--- config.mk ---
export PLATFORM = sky130hd
export DESIGN_NAME = prsq_cell
export DESIGN_NICKNAME = d
export VERILOG_FILES = /design/src/assert_macros.svh /design/src/prsq_pkg.sv /design/src/prsq_cell.sv
export SDC_FILE = /design/constraint.sdc
export NUM_CORES = 1
export LEC_CHECK = 0
export BUFFER_PORTS_ARGS = -buffer_cell sky130_fd_sc_hd__buf_2
export CAP_MARGIN = 40
export CORE_ASPECT_RATIO = 1.1
export CORE_UTILIZATION = 40
export DETAILED_ROUTE_END_ITERATION = 7
export GPL_TIMING_DRIVEN = 0
export PLACE_DENSITY = 0.68
export SKIP_LAST_GASP = 1
export SLEW_MARGIN = 30
export SYNTH_ARGS = -nofsm -noshare
export SYNTH_HDL_FRONTEND = slang
export SYNTH_SLANG_ARGS = --single-unit
export TNS_END_PERCENT = 100
--- constraint.sdc ---
create_clock -name clk -period 27.2 [get_ports clk]
set_input_delay 4.08 -clock clk [delete_from_list [all_inputs] [get_ports clk]]
set_output_delay 4.08 -clock clk [all_outputs]
set_load 0.02 [all_outputs]
--- src/assert_macros.svh ---
// Assertion helpers for the queue RTL.
// CHK_IMPL: same-cycle implication, CHK_NEXT: next-cycle implication.
// Both expect clk and rst_n in the scope of use.
`ifndef ASSERT_MACROS_SVH
`define ASSERT_MACROS_SVH
`ifndef SYNTHESIS
`define CHK_IMPL(lbl, pre, post) \
  lbl: assert property (@(posedge clk) disable iff (!rst_n) (pre) |-> (post)) \
    else $error("queue check failed");
`define CHK_NEXT(lbl, pre, post) \
  lbl: assert property (@(posedge clk) disable iff (!rst_n) (pre) |=> (post)) \
    else $error("queue check failed");
`else
`define CHK_IMPL(lbl, pre, post)
`define CHK_NEXT(lbl, pre, post)
`endif
`endif

--- src/prsq_pkg.sv ---
package prsq_pkg;

  localparam int QUEUE_DEPTH_DEF = 64;
  localparam int PID_W           = 16;
  localparam int TIME_W          = 32;
  localparam int CMD_W           = 2;
  localparam int COUNT_OUT_W     = 7;

  typedef enum logic [CMD_W-1:0] {
    CMD_ENQ      = 2'd0,
    CMD_DEQ      = 2'd1,
    CMD_SORT_REM = 2'd2,
    CMD_SORT_EXE = 2'd3
  } cmd_t;

  typedef enum logic [1:0] {
    OP_HOLD,
    OP_LOAD,
    OP_SHIFT,
    OP_SORT
  } cell_op_t;

  typedef struct packed {
    logic [PID_W-1:0]  pid;
    logic [TIME_W-1:0] rem;
    logic [TIME_W-1:0] exe;
  } rec_t;

  typedef struct packed {
    cell_op_t op;
    logic     by_exe;
  } cell_ctrl_t;

  // True when record a belongs behind record b in the selected order
  function automatic logic goes_after(logic by_exe, rec_t a, rec_t b);
    logic res;
    if (by_exe) begin
      res = (a.exe < b.exe);
    end else if (a.rem != b.rem) begin
      res = (a.rem > b.rem);
    end else begin
      res = (a.pid > b.pid);
    end
    return res;
  endfunction

endpackage

--- src/prsq_cell.sv ---
module prsq_cell (
  input  logic                clk,
  input  prsq_pkg::cell_ctrl_t ctrl,
  input  logic                sel,
  input  logic                lower,
  input  logic                lo_ok,
  input  logic                hi_ok,
  input  prsq_pkg::rec_t      load_rec,
  input  prsq_pkg::rec_t      left_rec,
  input  prsq_pkg::rec_t      right_rec,
  output prsq_pkg::rec_t      rec
);
  import prsq_pkg::*;

  rec_t rec_r;
  rec_t rec_nxt;

  // Pick the next record: load, shift toward the front, or compare-exchange
  always_comb begin
    rec_nxt = rec_r;
    unique case (ctrl.op)
      OP_LOAD: begin
        if (sel) begin
          rec_nxt = load_rec;
        end
      end
      OP_SHIFT: begin
        rec_nxt = right_rec;
      end
      OP_SORT: begin
        if (lower) begin
          // front member of the pair keeps the earlier record
          if (lo_ok && goes_after(ctrl.by_exe, rec_r, right_rec)) begin
            rec_nxt = right_rec;
          end
        end else if (hi_ok && goes_after(ctrl.by_exe, left_rec, rec_r)) begin
          rec_nxt = left_rec;
        end
      end
      default: begin
        rec_nxt = rec_r;
      end
    endcase
  end

  always_ff @(posedge clk) begin
    rec_r <= rec_nxt;
  end

  assign rec = rec_r;

endmodule

==> results of run 1 <==
-- metrics by stage --
step / util / setup WS (ps) / area [um2] / hold slack, ps / std cells
2_1_floorplan: - / 15300 / 7940 / 2280 / 893
3_3_place_gp: 0.512 / 11040 / 9880 / 2880 / 1466
3_5_place_dp: 0.517 / 19740 / 9980 / 1300 / 1473
4_1_cts: 0.532 / 20100 / 10300 / 1320 / 1489
5_1_grt: 0.532 / 20030 / 10300 / 1390 / 1490
6_report: 0.532 / 20290 / 10300 / 1320 / 1491
-- worst paths after layout --
| path | slack, ps | cells after the start | end | from |
|---|---|---|---|---|
| hold / removal | 1320 | 5 | rec[21] | rec[31] |
| setup reg to reg | 23700 | 11 | rec[51] | rec[54] |
| setup / recovery | 20290 | 11 | rec[51] | left_rec[55] |
| hold reg to reg | 1320 | 5 | rec[21] | rec[31] |
-- cell usage in the layout, fill, tap and decap left out, drive strengths merged, types with 3 or more instances in the layout --
| cell type | Yosys | layout |
|---|---|---|
| a211o | 3 | 3 |
| a211oi | 9 | 9 |
| a21o | 21 | 21 |
| a21oi | 56 | 56 |
| a221o | 3 | 3 |
| a222oi | 58 | 58 |
| a22oi | 21 | 21 |
| buf | 6 | 340 |
| clkbuf | 23 | 32 |
| clkinvlp | 0 | 3 |
| edfxtp | 80 | 80 |
| ha | 161 | 161 |
| inv | 225 | 228 |
| mux2 | 19 | 19 |
| nand2 | 78 | 78 |
| nand2b | 4 | 4 |
| nand3 | 12 | 12 |
| nand4 | 28 | 28 |
| nor2 | 21 | 21 |
| nor2b | 5 | 5 |
| nor3 | 5 | 5 |
| nor4 | 5 | 5 |
| o211ai | 4 | 4 |
| o21ai | 26 | 26 |
-- report_power, final --
part	leakage, nW	total, W	switching [W]	internal (W)
sequential	0.785	0.000170	0.0000130	0.000157
clock	0.129	0.000120	0.0000575	0.0000628
combinational	4.77	0.000184	0.000108	0.0000764
total	5.69	0.000475	0.000179	0.000297
-- layer usage --
| metal | global-route usage | part of all wire | up-vias |
|---|---|---|---|
| met5 | 0 | 0.00049 | - |
| met4 | 0.0672 | 0.0095 | 2 |
| met3 | 0.0444 | 0.068 | 18 |
| met2 | 0.464 | 0.51 | 314 |
| met1 | 0.301 | 0.41 | 3694 |
| li1 | - | - | 3955 |
-- worst max-delay path: stages --
cell and delay, ps:
buf_2 110, ha_1 310, nand4_1 130, nor4_1 640, nand2_1 190, nor4_1 500
o21ai_1 210, a41oi_2 290, a211oi_4 160, buf_6 210, buf_6 170
-- cell type report --
type / count / area, um2 / share of cell area
clock buffer: 9 / 225 / 0.0219
tap: 247 / 309 / 0.0301
timing repair buffer: 334 / 1730 / 0.168
clock inverter: 7 / 53.8 / 0.00524
sequential: 80 / 2400 / 0.234
antenna: 1 / 2.50 / 0.000244
inverter: 225 / 845 / 0.0822
buffer: 29 / 111 / 0.0108
multi-input combinational: 559 / 4590 / 0.447
-- cells by family (layout without fill, tap and decap cells) --
logic type	count (synthesis)	count (layout)	synth area share
compound gates	217	217	0.201
simple gates	162	162	0.0955
other cells	0	1	0
buf+inv	254	604	0.120
mux	19	19	0.0270
fa+ha+maj	161	161	0.254
flops	80	80	0.303
==> results by group, run 1 <==
Synth
  – Post-synth EDFFs: 80
  – Cell accounting for the most synthesized area: edfxtp_1
  – YS warnings: 0
  – Post-synth net total: 1302
  – Area fraction of the dominant cell type after synthesis: 0.303
  – Fraction of synthesis flops using an asynchronous set or reset pin: 0
  – Count of unique library cells instantiated by Yosys: 41
  – Mean Syn Cell Area: 8.89 um2
  – Most common flop cell mapped by yosys: edfxtp_1
  – Most frequently used cell type in the post-synthesis netlist: inv_1
  – Synthesized instance count: 893
  – Top cells by instance count after synthesis: 225 x inv_1, 161 x ha_1, 80 x edfxtp_1
  – Yosys reg bits: 80
  – Top cells by area, synth: edfxtp_1 30%, ha_1 25%, inv_1 11%
  – Netlist area before placement: 0.00794 mm2
  – Portion of the post-synthesis area used by sequential elements: 0.303

Layout
  – Layout cells sized above 1: 0.301
  – Number of flip-flops in the largest register: 80
  – Count of fill cells added during filler insertion: 1859
  – Growth of design area from synthesis to finish: 29.4%
  – Total number of nets in the final design: 1647

Drt
  – Average wire length per cell after detail routing: 17.7 um
  – Number of violations reported at the end of detailed-routing iteration 0: 501
  – First drt pass iteration count: 8
  – DR DRC count: 3
  – Final wirelength: 26.4 mm
  – Routed vias: 7983
  – Detail-routed via count per cell: 5.35
  – Antenna violation net count after detailed routing: 0

Floorplan
  – Top Ports: 328
  – Horizontal die dimension: 136 um
  – Initial core utilization: 0.411
  – Die area: 0.0204 mm2
  – Chip Height: 150 um
  – Core Box Area: 0.0193 mm2
  – Placement Rows: 53

GRT
  – Via count of the first global-routing pass: 7724
  – Total grt overflow: 0
  – GRT Total Usage: 0.254
  – Global-route wire length before repair: 39.3 mm
  – Antenna violations before repair: 2
  – Pin count of the biggest net entering global routing: 16

Place
  – Weighted congestion reported at the end of routability-driven placement: 0.899
  – Detailed Place HPWL: 22.0 mm
  – Count of input and output buffers: 326

Timing
  – Count of pins over their slew limit: 0
  – Peak clock frequency supported by timing: 145 MHz
  – Setup repair after global routing missed its margin: false
  – Slew at the pin closest to its max-slew limit: 669 ps
  – Period minus WS final: 6910 ps
  – Largest clock skew in the final design: 13.0 ps
  – Headroom to the max-slew limit: 0.550
  – Portion of the clock cycle consumed by the worst path in the final layout: 0.254
  – Setup Total Neg Slack: 0 ps
  – Final Setup Violations: 0
  – Final Hold Fails: 0

Clock network
  – Count of buffers added by post-CTS timing repair for setup: 0
  – H-tree level count: 3
  – Buffers from clock root to sink, at most: 2
  – Skew-Pair Late Insertion Delay: 350 ps
  – Cell chosen for the clock root: clkbuf_16
  – Number of buffers created by CTS: 9
  – Clock tree from TritonCTS: yes
  – TritonCTS sink count: 80
  – Clock-pin slew of the registers on the worst-case setup and hold paths: 70 ps
  – CTS hold repair buffers: 0
  – Post-cts resize count: 0

Pwr
  – PwrDens: 46.3 mW/mm2
  – Leak Pwr: 5.69 nW
  – Peak supply drop: 0.0274 mV
  – Total power: 0.000475 W

Critical path
  – CP endpoint kind: register
  – Worst Path Required: 27300 ps
  – Element type at the critical path start: input pin
  – Endpoint arrival time on the critical path: 7010 ps
  – CP Max Fanout: 13
  – Setup Crit Path Kind: input pin to register

Run status
  – Violations in the final reports: DRC
  – Run status: complete, but fails checks

Run
  – Number of max-cap violations: 0

Min path
  – Hold crit path type: register to register
Note: power is estimated with default switching activity, not from simulation.
==> run 2, diff against run 1 <==
--- a/config.mk
+++ b/config.mk
@@ -11,7 +11,7 @@
 export CORE_UTILIZATION = 40
 export DETAILED_ROUTE_END_ITERATION = 7
 export GPL_TIMING_DRIVEN = 0
-export PLACE_DENSITY = 0.68
+export PLACE_DENSITY = 0.71
 export SKIP_LAST_GASP = 1
 export SLEW_MARGIN = 30
 export SYNTH_ARGS = -nofsm -noshare
==> constraint.sdc (replaced) <==
create_clock -name clk -period 6.1 [get_ports clk]
set_input_delay 0.915 -clock clk [delete_from_list [all_inputs] [get_ports clk]]
set_output_delay 0.915 -clock clk [all_outputs]
set_load 0.02 [all_outputs]
==> run 2 against run 1 <==
- the flow now finishes without violations
- first-iteration DRC count grew 13%
- largest cell class unchanged
- hold slack lost 470 ps
- critical endpoint unchanged
- clock power rose to 4.9 times the previous value
- sequential power rose to 4.5 times the previous value
==> results by group, run 2 (same netlist as run 1, synthesis figures left out) <==
Place
  – Cell count after placement: 1473 (unchanged)
  – Count of input and output buffers: 326 (unchanged)
  – Worst-case setup slack after placement: 1580 ps (was 19740 ps)
  – Detailed Place HPWL: 21.9 mm (was 22.0 mm)
  – Weighted congestion reported at the end of routability-driven placement: 0.914 (was 0.899)

Run
  – Number of max-cap violations: 0 (unchanged)

Min path
  – Capture endpoint of the worst hold path: rec[21] (unchanged)
  – Startpoint of the worst hold path: load_rec[21] (was rec[31])
  – Number of cells on the worst hold path: 3 (was 5)
  – Hold crit path type: input pin to register (was register to register)

GRT
  – Antenna violations before repair: 4 (was 2)
  – Via count of the first global-routing pass: 7680 (was 7724)
  – Total grt overflow: 0 (unchanged)
  – Global-route wire length before repair: 39.4 mm (was 39.3 mm)
  – Pin count of the biggest net entering global routing: 14 (was 16)
  – GRT Total Usage: 0.253 (was 0.254)

Critical path
  – Worst flop-to-flop path startpoint: rec[62] (was rec[54])
  – Endpoint arrival time on the critical path: 4050 ps (was 7010 ps)
  – CP Max Fanout: 13 (unchanged)
  – Endpoint of the lowest-slack register-to-register path: rec[51] (unchanged)
  – Worst Path Required: 6200 ps (was 27300 ps)
  – Element type at the critical path start: input pin (unchanged)
  – Worst reg2reg path depth: 12 (was 11)
  – Setup Crit Path Kind: input pin to register (unchanged)
  – CP endpoint kind: register (unchanged)
  – Register-to-register setup slack: 2400 ps (was 23700 ps)
  – Start point of the critical path: left_rec[55] (unchanged)

Timing
  – Headroom to the max-slew limit: 0.570 (was 0.550)
  – Setup repair after global routing missed its margin: false (unchanged)
  – Portion of the clock cycle consumed by the worst path in the final layout: 0.648
  – Count of pins over their slew limit: 0 (unchanged)
  – Slew at the pin closest to its max-slew limit: 645 ps (was 669 ps)
  – Final Hold Fails: 0 (unchanged)
  – Setup Total Neg Slack: 0 ps (unchanged)
  – Peak clock frequency supported by timing: 253 MHz
  – Largest clock skew in the final design: 11.7 ps (was 13.0 ps)
  – Slack of the critical path: 2150 ps (was 20290 ps)
  – Final Setup Violations: 0 (unchanged)
  – Period minus WS final: 3950 ps

Clock network
  – Buffers from clock root to sink, at most: 2 (unchanged)
  – H-tree level count: 3 (unchanged)
  – CTS hold repair buffers: 0 (unchanged)
  – Post-cts resize count: 0 (unchanged)
  – Clock-pin slew of the registers on the worst-case setup and hold paths: 70 ps (about the same)
  – TritonCTS sink count: 80 (unchanged)
  – Cell chosen for the clock root: clkbuf_16 (unchanged)
  – Skew-Pair Late Insertion Delay: 350 ps (about the same)
  – Count of buffers added by post-CTS timing repair for setup: 0 (unchanged)
  – Clock tree from TritonCTS: yes (unchanged)
  – Number of buffers created by CTS: 9 (unchanged)

Drt
  – DR DRC count: 0 (was 3)
  – First drt pass iteration count: 8 (unchanged)
  – Final wirelength: 26.3 mm (was 26.4 mm)
  – Antenna violation net count after detailed routing: 0 (unchanged)
  – Average wire length per cell after detail routing: 17.6 um (was 17.7 um)
  – Routed vias: 8070 (was 7983)
  – Number of violations reported at the end of detailed-routing iteration 0: 565 (was 501)
  – Detail-routed via count per cell: 5.42 (was 5.35)

Floorplan
  – Top Ports: 328 (unchanged)
  – Die area: 0.0204 mm2 (unchanged)
  – Chip Height: 150 um (unchanged)
  – Horizontal die dimension: 136 um (unchanged)
  – Core Box Area: 0.0193 mm2 (unchanged)
  – Placement Rows: 53 (unchanged)
  – Initial core utilization: 0.411 (unchanged)

Layout
  – Growth of design area from synthesis to finish: 29.6% (was 29.4%)
  – Number of flip-flops in the largest register: 80 (unchanged)
  – Total number of nets in the final design: 1647 (unchanged)
  – Count of fill cells added during filler insertion: 1879 (was 1859)
  – Layout cells sized above 1: 0.298 (was 0.301)
  – Most common library cell in the layout ignoring fill and taps: buf_2 (unchanged)
  – Non-filler instance count after layout: 1490 (was 1491)
  – Top library cells by usage in the layout, fill and taps aside: 328 x buf_2, 225 x inv_1, 161 x ha_1 (unchanged)

Pwr
  – PwrDens: 211 mW/mm2 (was 46.3 mW/mm2)
  – Peak supply drop: 0.134 mV (was 0.0274 mV)
  – Leak Pwr: 5.70 nW (was 5.69 nW)

Run status
  – Run status: finished clean (was complete, but fails checks)
## run 2: critical path: stages
cell and delay, ps:
buf_2 110, ha_1 310, nand4_1 130, nor4_1 600, nand2_1 210, nor4_1 530, o21ai_1 220, a41oi_2 300
a211oi_4 170, buf_8 210, buf_6 160, buf_6 160
## run 2: final cells by class
cell class / instances / area, um2 / area share
clock inverter: 3 / 67.6 / 0.00657
tap: 247 / 309 / 0.0300
clock buffer: 12 / 236 / 0.0230
multi-input combinational: 559 / 4590 / 0.446
antenna: 1 / 2.50 / 0.000243
sequential: 80 / 2400 / 0.234
buffer: 29 / 111 / 0.0108
timing repair buffer: 334 / 1720 / 0.167
inverter: 225 / 845 / 0.0821
## run 2: worst max path at each step
stage,end,slack [ps],depth (start not counted)
6_report,rec[51],2150,12
5_1_grt,rec[51],1850,12
4_1_cts,rec[51],1930,12
3_5_place_dp,rec[51],1580,12
3_3_place_gp,rec[52],-2460,9
2_1_floorplan,rec[0],150,9
## run 2: per-stage QoR
stage                util  instance area, um2  hold WS [ps]  total power (W)
floorplan               -                7940          1110          0.00126
global placement    0.512                9880          1190          0.00157
detailed placement  0.517                9970          1200          0.00159
CTS                 0.533               10300           832          0.00219
global route        0.533               10300           853          0.00232
finish              0.533               10300           844          0.00218
## run 2: report_power, final
part | switching (W) | total, W | leakage [nW] | internal, W
logic | 0.000483 | 0.000823 | 4.77 | 0.000340
clock network | 0.000234 | 0.000592 | 0.143 | 0.000358
registers | 0.0000587 | 0.000761 | 0.785 | 0.000702
total | 0.000776 | 0.00218 | 5.70 | 0.00140
## run 2: layer usage
layer,global-route usage,vias to the layer above,part of all wire
met2,0.466,369,0.51
met5,0,-,0.0013
met1,0.298,3727,0.40
li1,-,3943,-
met4,0.0678,6,0.014
met3,0.0444,25,0.076
